--- src/rtl/core/rdc_pkg.sv ---
`timescale 1ns / 1ps
// ----------------------------------------------------------------------------
// rdc_pkg: shared definitions of the radix digit converter
// Widths, register reset value, back-end state type and the digit encoder.
// ----------------------------------------------------------------------------
package rdc_pkg;

  // default sizing handed to the top level parameters
  localparam int VALUE_WIDTH_DEF = 32;
  localparam int MAX_DIGITS_DEF  = 32;

  // fixed field widths
  localparam int RADIX_W = 5;
  localparam int DIGIT_W = 4;
  localparam int CHAR_W  = 7;

  // radix register reset and legal range
  localparam logic [RADIX_W-1:0] RADIX_RESET = 5'd10;
  localparam logic [RADIX_W-1:0] RADIX_MIN   = 5'd2;
  localparam logic [RADIX_W-1:0] RADIX_MAX   = 5'd16;

  // ascii anchors
  localparam logic [CHAR_W-1:0] CHAR_ZERO   = 7'd48;
  localparam logic [CHAR_W-1:0] CHAR_LETTER = 7'd55;
  localparam logic [DIGIT_W-1:0] DIGIT_TEN  = 4'd10;

  // back end sequencer states
  typedef enum logic [1:0] {
    BK_IDLE,
    BK_DIV,
    BK_EMIT
  } bk_state_t;

  // back end control strobes
  typedef struct packed {
    logic q_pop;
    logic div_step;
    logic div_last;
    logic rd_issue;
  } bk_ctl_t;

  // digit value to ascii character, '0'-'9' then 'A'-'F'
  function automatic logic [CHAR_W-1:0] ascii_of(input logic [DIGIT_W-1:0] d);
    logic [CHAR_W-1:0] ext;
    ext = {{(CHAR_W-DIGIT_W){1'b0}}, d};
    if (d < DIGIT_TEN) begin
      return CHAR_ZERO + ext;
    end else begin
      return CHAR_LETTER + ext;
    end
  endfunction

endpackage

--- src/rtl/core/radix_digit_converter.sv ---
`timescale 1ns / 1ps
// ----------------------------------------------------------------------------
// radix_digit_converter: unsigned integer to ascii digits in a set base
// Front end queues requests, back end divides and emits digits.
// ----------------------------------------------------------------------------
// Usage:
//   cfg_we/cfg_data write the radix register (reset 10); values below 2 act
//   as 2 and above 16 act as 16. Write it only while the block is idle.
//   in_valid/in_stall/in_value carry one request: an unsigned value.
//   out_valid/out_stall carry one character per digit, most significant
//   digit first, '0'-'9' then 'A'-'F'; out_last_digit marks the final one.
//   Zero gives the single character '0'; at most MAX_DIGITS low digits.
// Timing:
//   each digit takes a full pass of the bit-serial divider over the value,
//   and all digits of a request are divided out before its first
//   character appears.
//   A two-entry request queue takes new requests while the back end is
//   busy; in_stall rises only when it is full.
//   A stall on the result side holds the output register and the pop of the
//   digit stack; once the last digit is read, the divider of the next
//   request runs while that digit waits.
// Reset:
//   synchronous rst_n clears the queue, the sequencer and the output valid.
// ----------------------------------------------------------------------------
module radix_digit_converter #(
  parameter int VALUE_WIDTH = rdc_pkg::VALUE_WIDTH_DEF,
  parameter int MAX_DIGITS  = rdc_pkg::MAX_DIGITS_DEF
) (
  input  logic                        clk,
  input  logic                        rst_n,
  input  logic                        cfg_we,
  input  logic [rdc_pkg::RADIX_W-1:0] cfg_data,
  input  logic                        in_valid,
  output logic                        in_stall,
  input  logic [VALUE_WIDTH-1:0]      in_value,
  output logic                        out_valid,
  input  logic                        out_stall,
  output logic [rdc_pkg::CHAR_W-1:0]  out_digit_char,
  output logic                        out_last_digit
);

  logic                        q_valid;
  logic                        q_pop;
  logic [VALUE_WIDTH-1:0]      q_value;
  logic [rdc_pkg::RADIX_W-1:0] q_base;

  // request intake and queue
  rdc_front #(
    .VALUE_WIDTH (VALUE_WIDTH)
  ) u_front (
    .clk      (clk),
    .rst_n    (rst_n),
    .cfg_we   (cfg_we),
    .cfg_data (cfg_data),
    .in_valid (in_valid),
    .in_stall (in_stall),
    .in_value (in_value),
    .q_valid  (q_valid),
    .q_pop    (q_pop),
    .q_value  (q_value),
    .q_base   (q_base)
  );

  // digit generation and emission
  rdc_back #(
    .VALUE_WIDTH (VALUE_WIDTH),
    .MAX_DIGITS  (MAX_DIGITS)
  ) u_back (
    .clk            (clk),
    .rst_n          (rst_n),
    .q_valid        (q_valid),
    .q_pop          (q_pop),
    .q_value        (q_value),
    .q_base         (q_base),
    .out_valid      (out_valid),
    .out_stall      (out_stall),
    .out_digit_char (out_digit_char),
    .out_last_digit (out_last_digit)
  );

endmodule

--- src/rtl/core/rdc_ram.sv ---
`timescale 1ns / 1ps
// ----------------------------------------------------------------------------
// rdc_ram: generic single write, single read memory
// One write port, one read port with registered read data.
// ----------------------------------------------------------------------------
module rdc_ram #(
  parameter int WIDTH = 4,
  parameter int DEPTH = 32
) (
  input  logic                     clk,
  input  logic                     we,
  input  logic [$clog2(DEPTH)-1:0] waddr,
  input  logic [WIDTH-1:0]         wdata,
  input  logic [$clog2(DEPTH)-1:0] raddr,
  output logic [WIDTH-1:0]         rdata
);

  logic [WIDTH-1:0] mem [DEPTH];
  logic [WIDTH-1:0] rdata_r;

  // write port
  always_ff @(posedge clk) begin
    if (we) begin
      mem[waddr] <= wdata;
    end
  end

  // registered read port
  always_ff @(posedge clk) begin
    rdata_r <= mem[raddr];
  end

  assign rdata = rdata_r;

endmodule

--- src/rtl/core/rdc_front.sv ---
`timescale 1ns / 1ps
// ----------------------------------------------------------------------------
// rdc_front: request intake of the radix digit converter
// Holds the radix register, clamps the base and queues requests for the back.
// ----------------------------------------------------------------------------
module rdc_front #(
  parameter int VALUE_WIDTH = rdc_pkg::VALUE_WIDTH_DEF
) (
  input  logic                        clk,
  input  logic                        rst_n,
  // configuration
  input  logic                        cfg_we,
  input  logic [rdc_pkg::RADIX_W-1:0] cfg_data,
  // request channel
  input  logic                        in_valid,
  output logic                        in_stall,
  input  logic [VALUE_WIDTH-1:0]      in_value,
  // queue head toward the back end
  output logic                        q_valid,
  input  logic                        q_pop,
  output logic [VALUE_WIDTH-1:0]      q_value,
  output logic [rdc_pkg::RADIX_W-1:0] q_base
);

  localparam int QDEPTH = 2;
  localparam int PW     = $clog2(QDEPTH);
  localparam int CW     = $clog2(QDEPTH + 1);

  logic [rdc_pkg::RADIX_W-1:0] radix_r;
  logic [rdc_pkg::RADIX_W-1:0] base_clamp;
  logic [VALUE_WIDTH-1:0]      val_q_r  [QDEPTH];
  logic [rdc_pkg::RADIX_W-1:0] base_q_r [QDEPTH];
  logic [PW-1:0]               wr_ptr_r;
  logic [PW-1:0]               rd_ptr_r;
  logic [CW-1:0]               count_r;
  logic [CW-1:0]               count_nxt;
  logic                        push;

  // radix register
  always_ff @(posedge clk) begin
    if (!rst_n) begin
      radix_r <= rdc_pkg::RADIX_RESET;
    end else if (cfg_we) begin
      radix_r <= cfg_data;
    end
  end

  // base clamped into the supported range
  always_comb begin
    if (radix_r < rdc_pkg::RADIX_MIN) begin
      base_clamp = rdc_pkg::RADIX_MIN;
    end else if (radix_r > rdc_pkg::RADIX_MAX) begin
      base_clamp = rdc_pkg::RADIX_MAX;
    end else begin
      base_clamp = radix_r;
    end
  end

  // queue handshake
  assign in_stall = (count_r == CW'(QDEPTH));
  assign push     = in_valid && !in_stall;
  assign q_valid  = (count_r != '0);
  assign q_value  = val_q_r[rd_ptr_r];
  assign q_base   = base_q_r[rd_ptr_r];

  always_comb begin
    count_nxt = count_r;
    if (push && !q_pop) begin
      count_nxt = count_r + CW'(1);
    end else if (!push && q_pop) begin
      count_nxt = count_r - CW'(1);
    end
  end

  // queue pointers and fill
  always_ff @(posedge clk) begin
    if (!rst_n) begin
      wr_ptr_r <= '0;
      rd_ptr_r <= '0;
      count_r  <= '0;
    end else begin
      count_r <= count_nxt;
      if (push) begin
        wr_ptr_r <= wr_ptr_r + PW'(1);
      end
      if (q_pop) begin
        rd_ptr_r <= rd_ptr_r + PW'(1);
      end
    end
  end

  // queue storage
  always_ff @(posedge clk) begin
    if (push) begin
      val_q_r[wr_ptr_r]  <= in_value;
      base_q_r[wr_ptr_r] <= base_clamp;
    end
  end

endmodule

--- src/rtl/core/rdc_back.sv ---
`timescale 1ns / 1ps
// ----------------------------------------------------------------------------
// rdc_back: digit generation and emission of the radix digit converter
// Bit-serial division by the base fills a digit stack, which is then popped.
// ----------------------------------------------------------------------------
module rdc_back #(
  parameter int VALUE_WIDTH = rdc_pkg::VALUE_WIDTH_DEF,
  parameter int MAX_DIGITS  = rdc_pkg::MAX_DIGITS_DEF
) (
  input  logic                        clk,
  input  logic                        rst_n,
  // queue head from the front end
  input  logic                        q_valid,
  output logic                        q_pop,
  input  logic [VALUE_WIDTH-1:0]      q_value,
  input  logic [rdc_pkg::RADIX_W-1:0] q_base,
  // result channel
  output logic                        out_valid,
  input  logic                        out_stall,
  output logic [rdc_pkg::CHAR_W-1:0]  out_digit_char,
  output logic                        out_last_digit
);

  localparam int AW = $clog2(MAX_DIGITS);
  localparam int CW = $clog2(MAX_DIGITS + 1);
  localparam int BW = $clog2(VALUE_WIDTH);

  rdc_pkg::bk_state_t state_r;
  rdc_pkg::bk_state_t state_nxt;
  rdc_pkg::bk_ctl_t   ctl;

  logic [VALUE_WIDTH-1:0]      d_r;
  logic [rdc_pkg::RADIX_W-1:0] base_r;
  logic [rdc_pkg::DIGIT_W-1:0] rem_r;
  logic [BW-1:0]               bit_r;
  logic [CW-1:0]               cnt_r;
  logic [CW-1:0]               cnt_inc;
  logic                        rd_pend_r;
  logic                        last_pend_r;
  logic                        out_valid_r;
  logic [rdc_pkg::CHAR_W-1:0]  out_char_r;
  logic                        out_last_r;
  logic                        out_fire;
  logic                        more_digits;

  logic [rdc_pkg::RADIX_W-1:0] trial;
  logic                        ge;
  logic [rdc_pkg::RADIX_W-1:0] diff;
  logic [rdc_pkg::DIGIT_W-1:0] rem_new;
  logic [VALUE_WIDTH-1:0]      d_shift;
  logic [rdc_pkg::DIGIT_W-1:0] ram_rdata;

  // one restoring division step
  assign trial   = {rem_r, d_r[VALUE_WIDTH-1]};
  assign ge      = (trial >= base_r);
  assign diff    = trial - base_r;
  assign rem_new = ge ? diff[rdc_pkg::DIGIT_W-1:0] : trial[rdc_pkg::DIGIT_W-1:0];
  assign d_shift = {d_r[VALUE_WIDTH-2:0], ge};

  assign cnt_inc     = cnt_r + CW'(1);
  assign more_digits = (d_shift != '0) && (cnt_inc < CW'(MAX_DIGITS));
  assign out_fire    = out_valid_r && !out_stall;

  // next state
  always_comb begin
    state_nxt = state_r;
    case (state_r)
      rdc_pkg::BK_IDLE: begin
        if (q_valid) begin
          state_nxt = rdc_pkg::BK_DIV;
        end
      end
      rdc_pkg::BK_DIV: begin
        if (bit_r == BW'(VALUE_WIDTH - 1) && !more_digits) begin
          state_nxt = rdc_pkg::BK_EMIT;
        end
      end
      rdc_pkg::BK_EMIT: begin
        if (cnt_r == '0 && !rd_pend_r) begin
          state_nxt = rdc_pkg::BK_IDLE;
        end
      end
      default: state_nxt = rdc_pkg::BK_IDLE;
    endcase
  end

  // control strobes
  always_comb begin
    ctl = '0;
    case (state_r)
      rdc_pkg::BK_IDLE: begin
        ctl.q_pop = q_valid;
      end
      rdc_pkg::BK_DIV: begin
        ctl.div_step = 1'b1;
        ctl.div_last = (bit_r == BW'(VALUE_WIDTH - 1));
      end
      rdc_pkg::BK_EMIT: begin
        ctl.rd_issue = (cnt_r != '0) && !rd_pend_r && (!out_valid_r || out_fire);
      end
      default: ctl = '0;
    endcase
  end

  assign q_pop = ctl.q_pop;

  // state and control counters
  always_ff @(posedge clk) begin
    if (!rst_n) begin
      state_r   <= rdc_pkg::BK_IDLE;
      cnt_r     <= '0;
      bit_r     <= '0;
      rd_pend_r <= 1'b0;
    end else begin
      state_r   <= state_nxt;
      rd_pend_r <= ctl.rd_issue;
      if (ctl.q_pop) begin
        cnt_r <= '0;
        bit_r <= '0;
      end else if (ctl.div_step) begin
        bit_r <= ctl.div_last ? '0 : bit_r + BW'(1);
        if (ctl.div_last) begin
          cnt_r <= cnt_inc;
        end
      end else if (ctl.rd_issue) begin
        cnt_r <= cnt_r - CW'(1);
      end
    end
  end

  // division datapath
  always_ff @(posedge clk) begin
    if (ctl.q_pop) begin
      d_r    <= q_value;
      base_r <= q_base;
      rem_r  <= '0;
    end else if (ctl.div_step) begin
      d_r   <= d_shift;
      rem_r <= ctl.div_last ? '0 : rem_new;
    end
    if (ctl.rd_issue) begin
      last_pend_r <= (cnt_r == CW'(1));
    end
  end

  // digit stack
  rdc_ram #(
    .WIDTH (rdc_pkg::DIGIT_W),
    .DEPTH (MAX_DIGITS)
  ) u_stack (
    .clk   (clk),
    .we    (ctl.div_last),
    .waddr (cnt_r[AW-1:0]),
    .wdata (rem_new),
    .raddr (AW'(cnt_r - CW'(1))),
    .rdata (ram_rdata)
  );

  // output register
  always_ff @(posedge clk) begin
    if (!rst_n) begin
      out_valid_r <= 1'b0;
    end else if (rd_pend_r) begin
      out_valid_r <= 1'b1;
    end else if (out_fire) begin
      out_valid_r <= 1'b0;
    end
  end

  always_ff @(posedge clk) begin
    if (rd_pend_r) begin
      out_char_r <= rdc_pkg::ascii_of(ram_rdata);
      out_last_r <= last_pend_r;
    end
  end

  assign out_valid      = out_valid_r;
  assign out_digit_char = out_char_r;
  assign out_last_digit = out_last_r;

endmodule
--- config.mk ---
export PLATFORM = sky130hd
export DESIGN_NAME = radix_digit_converter
export DESIGN_NICKNAME = d
export VERILOG_FILES = /design/src/rtl/core/rdc_pkg.sv /design/src/rtl/core/radix_digit_converter.sv /design/src/rtl/core/rdc_ram.sv /design/src/rtl/core/rdc_front.sv /design/src/rtl/core/rdc_back.sv
export SDC_FILE = /design/constraint.sdc
export NUM_CORES = 1
export LEC_CHECK = 0
export BUFFER_PORTS_ARGS = -buffer_cell sky130_fd_sc_hd__buf_2
export CAP_MARGIN = 20
export CORE_ASPECT_RATIO = 0.6
export CORE_MARGIN = 4
export CORE_UTILIZATION = 55
export DETAILED_ROUTE_END_ITERATION = 16
export HOLD_SLACK_MARGIN = 0.08
export PLACE_DENSITY_LB_ADDON = 0.05
export SYNTH_ARGS = -nofsm -noshare
export SYNTH_HDL_FRONTEND = slang
export SYNTH_SLANG_ARGS = --single-unit
export TNS_END_PERCENT = 1
--- constraint.sdc ---
create_clock -name clk -period 2.6 [get_ports clk]
set_clock_uncertainty 0.05 [all_clocks]
set_input_delay 0.39 -clock clk [delete_from_list [all_inputs] [get_ports clk]]
set_output_delay 0.39 -clock clk [all_outputs]
set_load 0.005 [all_outputs]
# ---- Yosys cells after proc, flatten, opt, wreduce, memory -nomap -nowiden
# Memory sizes are Yosys's and may differ from the RTL's. A register that Yosys moved wholly into a read port is not among the register bits.
# Cells that the tools add are included.
dict set report classes {
  addsub 10
  order_cmp 5
  eq_ne 9
  n_mux 28
  n_bitwise 1
  reduce_logical 29
}
# operator n
set op_table {}
lappend op_table {{32-bit two-way mux} 2}
lappend op_table {{32-bit nonzero test} 1}
lappend op_table {{6-bit two-way mux} 3}
lappend op_table {{5-bit two-way mux} 3}
lappend op_table {{6-bit by 4-bit adder with 7-bit output (first input constant)} 2}
lappend op_table {{2-bit two-way mux} 6}
lappend op_table {{1-bit two-way mux} 10}
lappend op_table {{2-bit nonzero test} 5}
lappend op_table {{1-bit logical AND} 9}
lappend op_table {{4-bit two-way mux} 2}
lappend op_table {{1-bit logical NOT} 7}
lappend op_table {{7-bit two-way mux} 1}
lappend op_table {{6-bit by 1-bit adder with 6-bit output (second input constant)} 1}
lappend op_table {{6-bit by 1-bit equality test with 1-bit output (second input constant)} 1}
lappend op_table {{6-bit logical NOT} 1}
lappend op_table {{6-bit < comparator (second input constant)} 1}
lappend op_table {{2-bit by 1-bit inequality test with 1-bit output (second input constant)} 3}
lappend op_table {{2-bit one-hot mux with 3 select lines} 1}
lappend op_table {{6-bit nonzero test} 1}
lappend op_table {{6-bit by 1-bit subtractor with 6-bit output (second input constant)} 1}
lappend op_table {{5-bit by 1-bit adder with 5-bit output (second input constant)} 1}
lappend op_table {{5-bit equality test (second input constant)} 1}
lappend op_table {{5-bit >= comparator} 1}
lappend op_table {{5-bit greater-than comparator (second input constant)} 1}
lappend op_table {{15 further kinds} 17}
dict set report word_totals {
  register_bits 69
  ram_bits 202
  in_bits 42
  out_inout_bits 10
  memories 3
}
# name depth width rd rd_clocked_by_memory_dff wr line_no
set mem_list {}
lappend mem_list {u_back.u_stack.mem 32 4 1 1 1 rdc_ram.sv:18} ;# logic [WIDTH-1:0] mem [DEPTH];
lappend mem_list {u_front.val_q_r 2 32 1 1 1 rdc_front.sv:31} ;# logic [VALUE_WIDTH-1:0] val_q_r [QDEPTH];
lappend mem_list {u_front.base_q_r 2 5 1 1 1 rdc_front.sv:32} ;# logic [rdc_pkg::RADIX_W-1:0] base_q_r [QDEPTH];

# ---- Longest topological paths before layout
dict set report logic_depth {
  ltp_word 7
  ltp_mapped 9
  depth_no_buf 7
}

# ---- Cells and area by module
# From an unflattened synthesis, not the netlist that was laid out.
dict set report unflattened {
  hier_cells 720
  area_unflattened_um2 11472.3
}
# module instances cells_each area_each_um2 seq_area_each_um2
set modules_own_cells {}
lappend modules_own_cells {rdc_ram 1 231 5138.7 3923.8}
lappend modules_own_cells {rdc_back 1 324 3193.1 1761.7}
lappend modules_own_cells {rdc_front 1 165 3140.5 2422.3}

# ---- Least setup slack after synthesis
# Ideal clock, no wire load.
dict set report synth_timing {
  kind {register to register}
  from {reg u_back.base_r[2] (netlist bit) (read register of u_front.base_q_r)}
  to {mem u_back.u_stack.mem[0][0], data pin}
  setup_ps 392
  arrival_ps 2349
  t_required_ps 2158
  path_slack_ps -191
  path_stages_with_launch 7
  n_path_buf 0
  period_less_slack_ps 2791
  path_cell_list {edfxtp_1 inv_1 ha_1 a21o_1 a21o_1 a211o_1 mux2i_1}
}
dict set report synth_via {
  elab_chain_cells 2
}
# item line_no
set synth_lines {}
lappend synth_lines {{start: declaration} rdc_back.sv:33} ;# logic [rdc_pkg::RADIX_W-1:0] base_r;
lappend synth_lines {{5-bit >= comparator} rdc_back.sv:55} ;# assign ge = (trial >= base_r);
lappend synth_lines {{4-bit two-way mux} rdc_back.sv:57} ;# assign rem_new = ge ? diff[rdc_pkg::DIGIT_W-1:0] : trial[rdc_pkg::DIGIT_W-1:0];
lappend synth_lines {{net u_back.rem_new (one bit)} rdc_back.sv:49} ;# logic [rdc_pkg::DIGIT_W-1:0] rem_new;
lappend synth_lines {{end: declaration} rdc_ram.sv:18}
# The timed path passes the listed nets, and every way through them passes these cells.

# ---- Final worst setup path
dict set report layout_timing {
  from {reg u_back.base_r[2] (netlist bit) (read register of u_front.base_q_r)}
  to {mem u_back.u_stack.mem[31][0], data pin}
}
# The elaborated chain is that of the path after synthesis.

==> reports/summary.txt <==
Worst r2r src -> u_back.base_r[2]$_DFFE_PP_
Slew Limit Fails -> 0
Count of state elements after synthesis -> 281
Pre-antenna DRT Iters -> 5
Std-Cell Core Area -> 20,200 um^2
Type of element capturing the critical path -> flop
Cell chosen for the clock root -> sky130_fd_sc_hd__clkbuf_16
Clk_lat worst skew -> 0.51 ns
Portion of the post-synthesis area used by sequential elements -> 71.4%
Path type of the worst setup path -> reg -> reg
Fin nets -> 890
Critical-path cell list -> inv_1 -> ha_1 -> a21o_1 -> a21o_1 -> a211o_1 -> mux2i_2 -> buf_12
Cells after synthesis -> 731
Ratio of routed vias to standard cells -> 5.63
Required time at the endpoint of the critical path -> 2.91 ns
Largest fanout of any net on the critical path -> 24
Post-synth top flop -> sky130_fd_sc_hd__edfxtp_1
Finished Cell Area -> 13,200 um^2
Count of routing violations after the opening detailed-route iteration -> 480
Num Clock Sinks -> 281
Achievable Freq -> 391 MHz
Most common cell after layout, fill and taps aside -> sky130_fd_sc_hd__edfxtp_1
Setup repair after global routing missed its margin -> true
Total grt overflow -> 0
Type of the most critical hold path -> in -> reg
Number of nets with antenna violations after routing -> 0
Startpoint type of the worst setup path -> flop
Fill cell total of the finished layout -> 1,437
Max-cap check violation count -> 0
Worst stage delay on the critical path -> 0.59 ns
ANT cells -> 0
Placer Congestion -> 0.824
Worst reg2reg path depth -> 7
Met3 GRT Util -> 4.44%
Leading cell types in the layout, fill and taps excluded -> sky130_fd_sc_hd__edfxtp_1, sky130_fd_sc_hd__nand2_1, sky130_fd_sc_hd__buf_2, sky130_fd_sc_hd__nor2_1, sky130_fd_sc_hd__mux2i_1
Mapped Nets -> 788
H-tree depth reported by CTS -> 1
Multi-input logic area -> 3050 um^2
Die H -> 119 um
Initial standard-cell utilization of the core -> 56.3%
DRC viols -> 0
Sequential cell area -> 8110 um^2
Wire length of the first global-routing pass -> 35.5 mm
FF-to-FF End -> u_back.u_stack.mem[31][0]$_DFFE_PP_
Antenna violations before repair -> 0
Period minus WS final -> 2.56 ns
Worst-path clk slew -> 0.06 ns
Vias in the first global route -> 6,312
Largest net degree at the start of global routing -> 51
Number of different library cells in the post-synthesis netlist -> 50
Proportion of register bits with asynchronous set or reset after synthesis -> 0%
Floorplan die area -> 23,100 um^2
Outcome -> complete, no violations
Placed cell area -> 12,100 um^2
Total count of hold-check failures in the final report -> 0
Top Usage Layer GRT -> met1
Port-buffer cells -> 51
Synthesized area per cell -> 15.5 um^2
Setup-violating endpoint count in the final report -> 0
Yosys Warn Count -> 0
Final cell count without fillers -> 1,124
Clock tree buffer depth -> 3
Startpoint of the most critical setup path -> u_back.base_r[2]$_DFFE_PP_
Routed len/inst -> 19.8 um
End point of the critical path -> u_back.u_stack.mem[31][0]$_DFFE_PP_
Met1 demand-to-capacity share in global routing -> 31.1%
Count of flip-flops with a built-in enable after synthesis -> 248
Cell leakage power -> 4.62 nW
Number of placement rows -> 40
Post-synthesis to final-layout area growth -> 16.2%
Total power divided by cell area -> 935 nW/um^2
Total wire length -> 22.2 mm
Dominant cell type by count on the critical path -> sky130_fd_sc_hd__a21o_1
Total routing resource utilization after global routing -> 19.4%
Arrival time worst endpoint -> 2.86 ns
Global Route met2 Usage -> 27.5%
HPWL reported at the end of detailed placement -> 14.8 mm
# IOs -> 52
Worst voltage drop across the vdd grid -> 0.682 mV
Worst reg-to-reg setup slack -> 0.04 ns
Via Count -> 6,327
Setup fix buffers added after clock tree synthesis -> 0
Placed instance count -> 1,044
CTS tree -> done
Critical path's slowest cell -> sky130_fd_sc_hd__mux2i_2
Total power draw -> 12.3 mW
Slew HR -> 55.2%
Netlist area before placement -> 11,400 um^2
Worst Tran Pin Value -> 0.659 ns
Final worst path period share -> 98.3%
Die Width -> 194 um
Layout cell share with drive strength beyond 1 -> 19.4%
CTS buffer count -> 25
-- registers in the layout (all words and copies together), names as in the netlist, named ones only --
signal                 count
u_back.out_digit_char      7
u_front.base_q_r          10
u_front.radix_r            5
u_back.u_stack.mem       128
u_back.out_last_digit      1
u_front.wr_ptr_r           1
u_front.count_r            2
u_front.rd_ptr_r           1
u_back.rd_pend_r           1
u_back.last_pend_r         1
u_back.bit_r               5
u_back.d_r                32
u_back.rem_r               4
u_back.cnt_r               6
u_back.out_valid           1
u_back.u_stack.rdata       4
u_back.base_r              5
u_back.state_r             2
u_front.val_q_r           64
-- critical path, delay by kind of cell, from the launching register on --
kind            cells  cell delay (ns)
compound gates      3             0.78
mux                 1             0.59
flops               1             0.40
buf+inv             2             0.31
fa+ha+maj           1             0.27
-- synth_stat cells (9+ instances only) --
cell type,number,area [um^2]
sky130_fd_sc_hd__nor4_1,9,56.3
sky130_fd_sc_hd__nor2_1,52,195
sky130_fd_sc_hd__mux4_2,32,721
sky130_fd_sc_hd__edfxtp_1,248,7450
sky130_fd_sc_hd__ha_1,14,175
sky130_fd_sc_hd__mux2i_1,46,460
sky130_fd_sc_hd__o22ai_1,9,56.3
sky130_fd_sc_hd__xnor2_1,9,78.8
sky130_fd_sc_hd__nand2_1,77,289
sky130_fd_sc_hd__clkbuf_1,27,101
sky130_fd_sc_hd__nor2b_1,10,62.6
sky130_fd_sc_hd__dfxtp_1,33,661
sky130_fd_sc_hd__inv_1,19,71.3
sky130_fd_sc_hd__a21oi_1,18,90.1
sky130_fd_sc_hd__o21ai_0,38,190
-- layer usage --
metal  vias up  part of all wire [%]  wire [um]
met1      3167                    50      11000
li1       2975                     -          -
met3        28                   6.6       1470
met4         0                   1.7        369
met2       157                    42       9360
met5         -                     0          0
-- kinds of logic after synthesis --
group | share of synthesized area (%)
AOI/OAI and AO/OA | 5.20
DFF | 71.4
muxes | 11.2
adders and majority gates | 1.72
and+or+nand+nor | 7.40
buffers and inverters | 1.97
xor gates and xnor gates | 1.15
-- how the worst min path moves through the flow --
| stage | startpoint | endpoint | slack [ns] | cells after the start |
|---|---|---|---|---|
| 2_1_floorplan | u_back.last_pend_r$_DFFE_PP_ | u_back.out_last_digit$_DFFE_PP_ | 0.35 | 0 |
| 3_3_place_gp | u_back.last_pend_r$_DFFE_PP_ | u_back.out_last_digit$_DFFE_PP_ | 0.36 | 0 |
| 3_5_place_dp | u_back.last_pend_r$_DFFE_PP_ | u_back.out_last_digit$_DFFE_PP_ | 0.37 | 0 |
| 4_1_cts | cfg_data[0] | u_front.radix_r[0]$_SDFFE_PN0P_ | 0.10 | 3 |
| 5_1_grt | cfg_data[0] | u_front.radix_r[0]$_SDFFE_PN0P_ | 0.14 | 3 |
| 6_report | cfg_data[0] | u_front.radix_r[0]$_SDFFE_PN0P_ | 0.12 | 3 |
-- through the flow --
| stage | hold WS, ns | setup TNS, ns | utilization (%) | worst slack, ns |
|---|---|---|---|---|
| finish | 0.116 | 0 | 65.4 | 0.0432 |
| global route | 0.137 | -9.44 | 65.4 | -0.0907 |
| CTS | 0.101 | 0 | 65.4 | 0.0437 |
| detailed placement | 0.366 | 0 | 59.8 | 0.0379 |
| global placement | 0.357 | 0 | 59.8 | 0.138 |
| floorplan | 0.350 | -2.75 | - | -0.143 |
-- area by class of cell --
| class | instances | area share [%] |
|---|---|---|
| tap | 273 | 2.59 |
| multi-input combinational | 395 | 23.1 |
| clock buffer | 29 | 4.85 |
| inverter | 19 | 0.540 |
| clock inverter | 16 | 1.04 |
| sequential | 281 | 61.5 |
| timing repair buffer | 111 | 6.39 |
-- where the power goes --
group	switching (mW)	internal, mW	leakage (nW)
sequential	0.276	6.18	2.57
combinational	1.59	0.767	1.68
clock	1.55	1.97	0.368
-- repair_timing --
| action | in CTS | in global routing |
|---|---|---|
| gates resized for setup | 0 | 1 |
| hold endpoints to repair | 67 | 0 |
| setup endpoints to repair | 0 | 127 |
| hold buffers | 35 | 0 |
(Power assumes the default switching activity.)
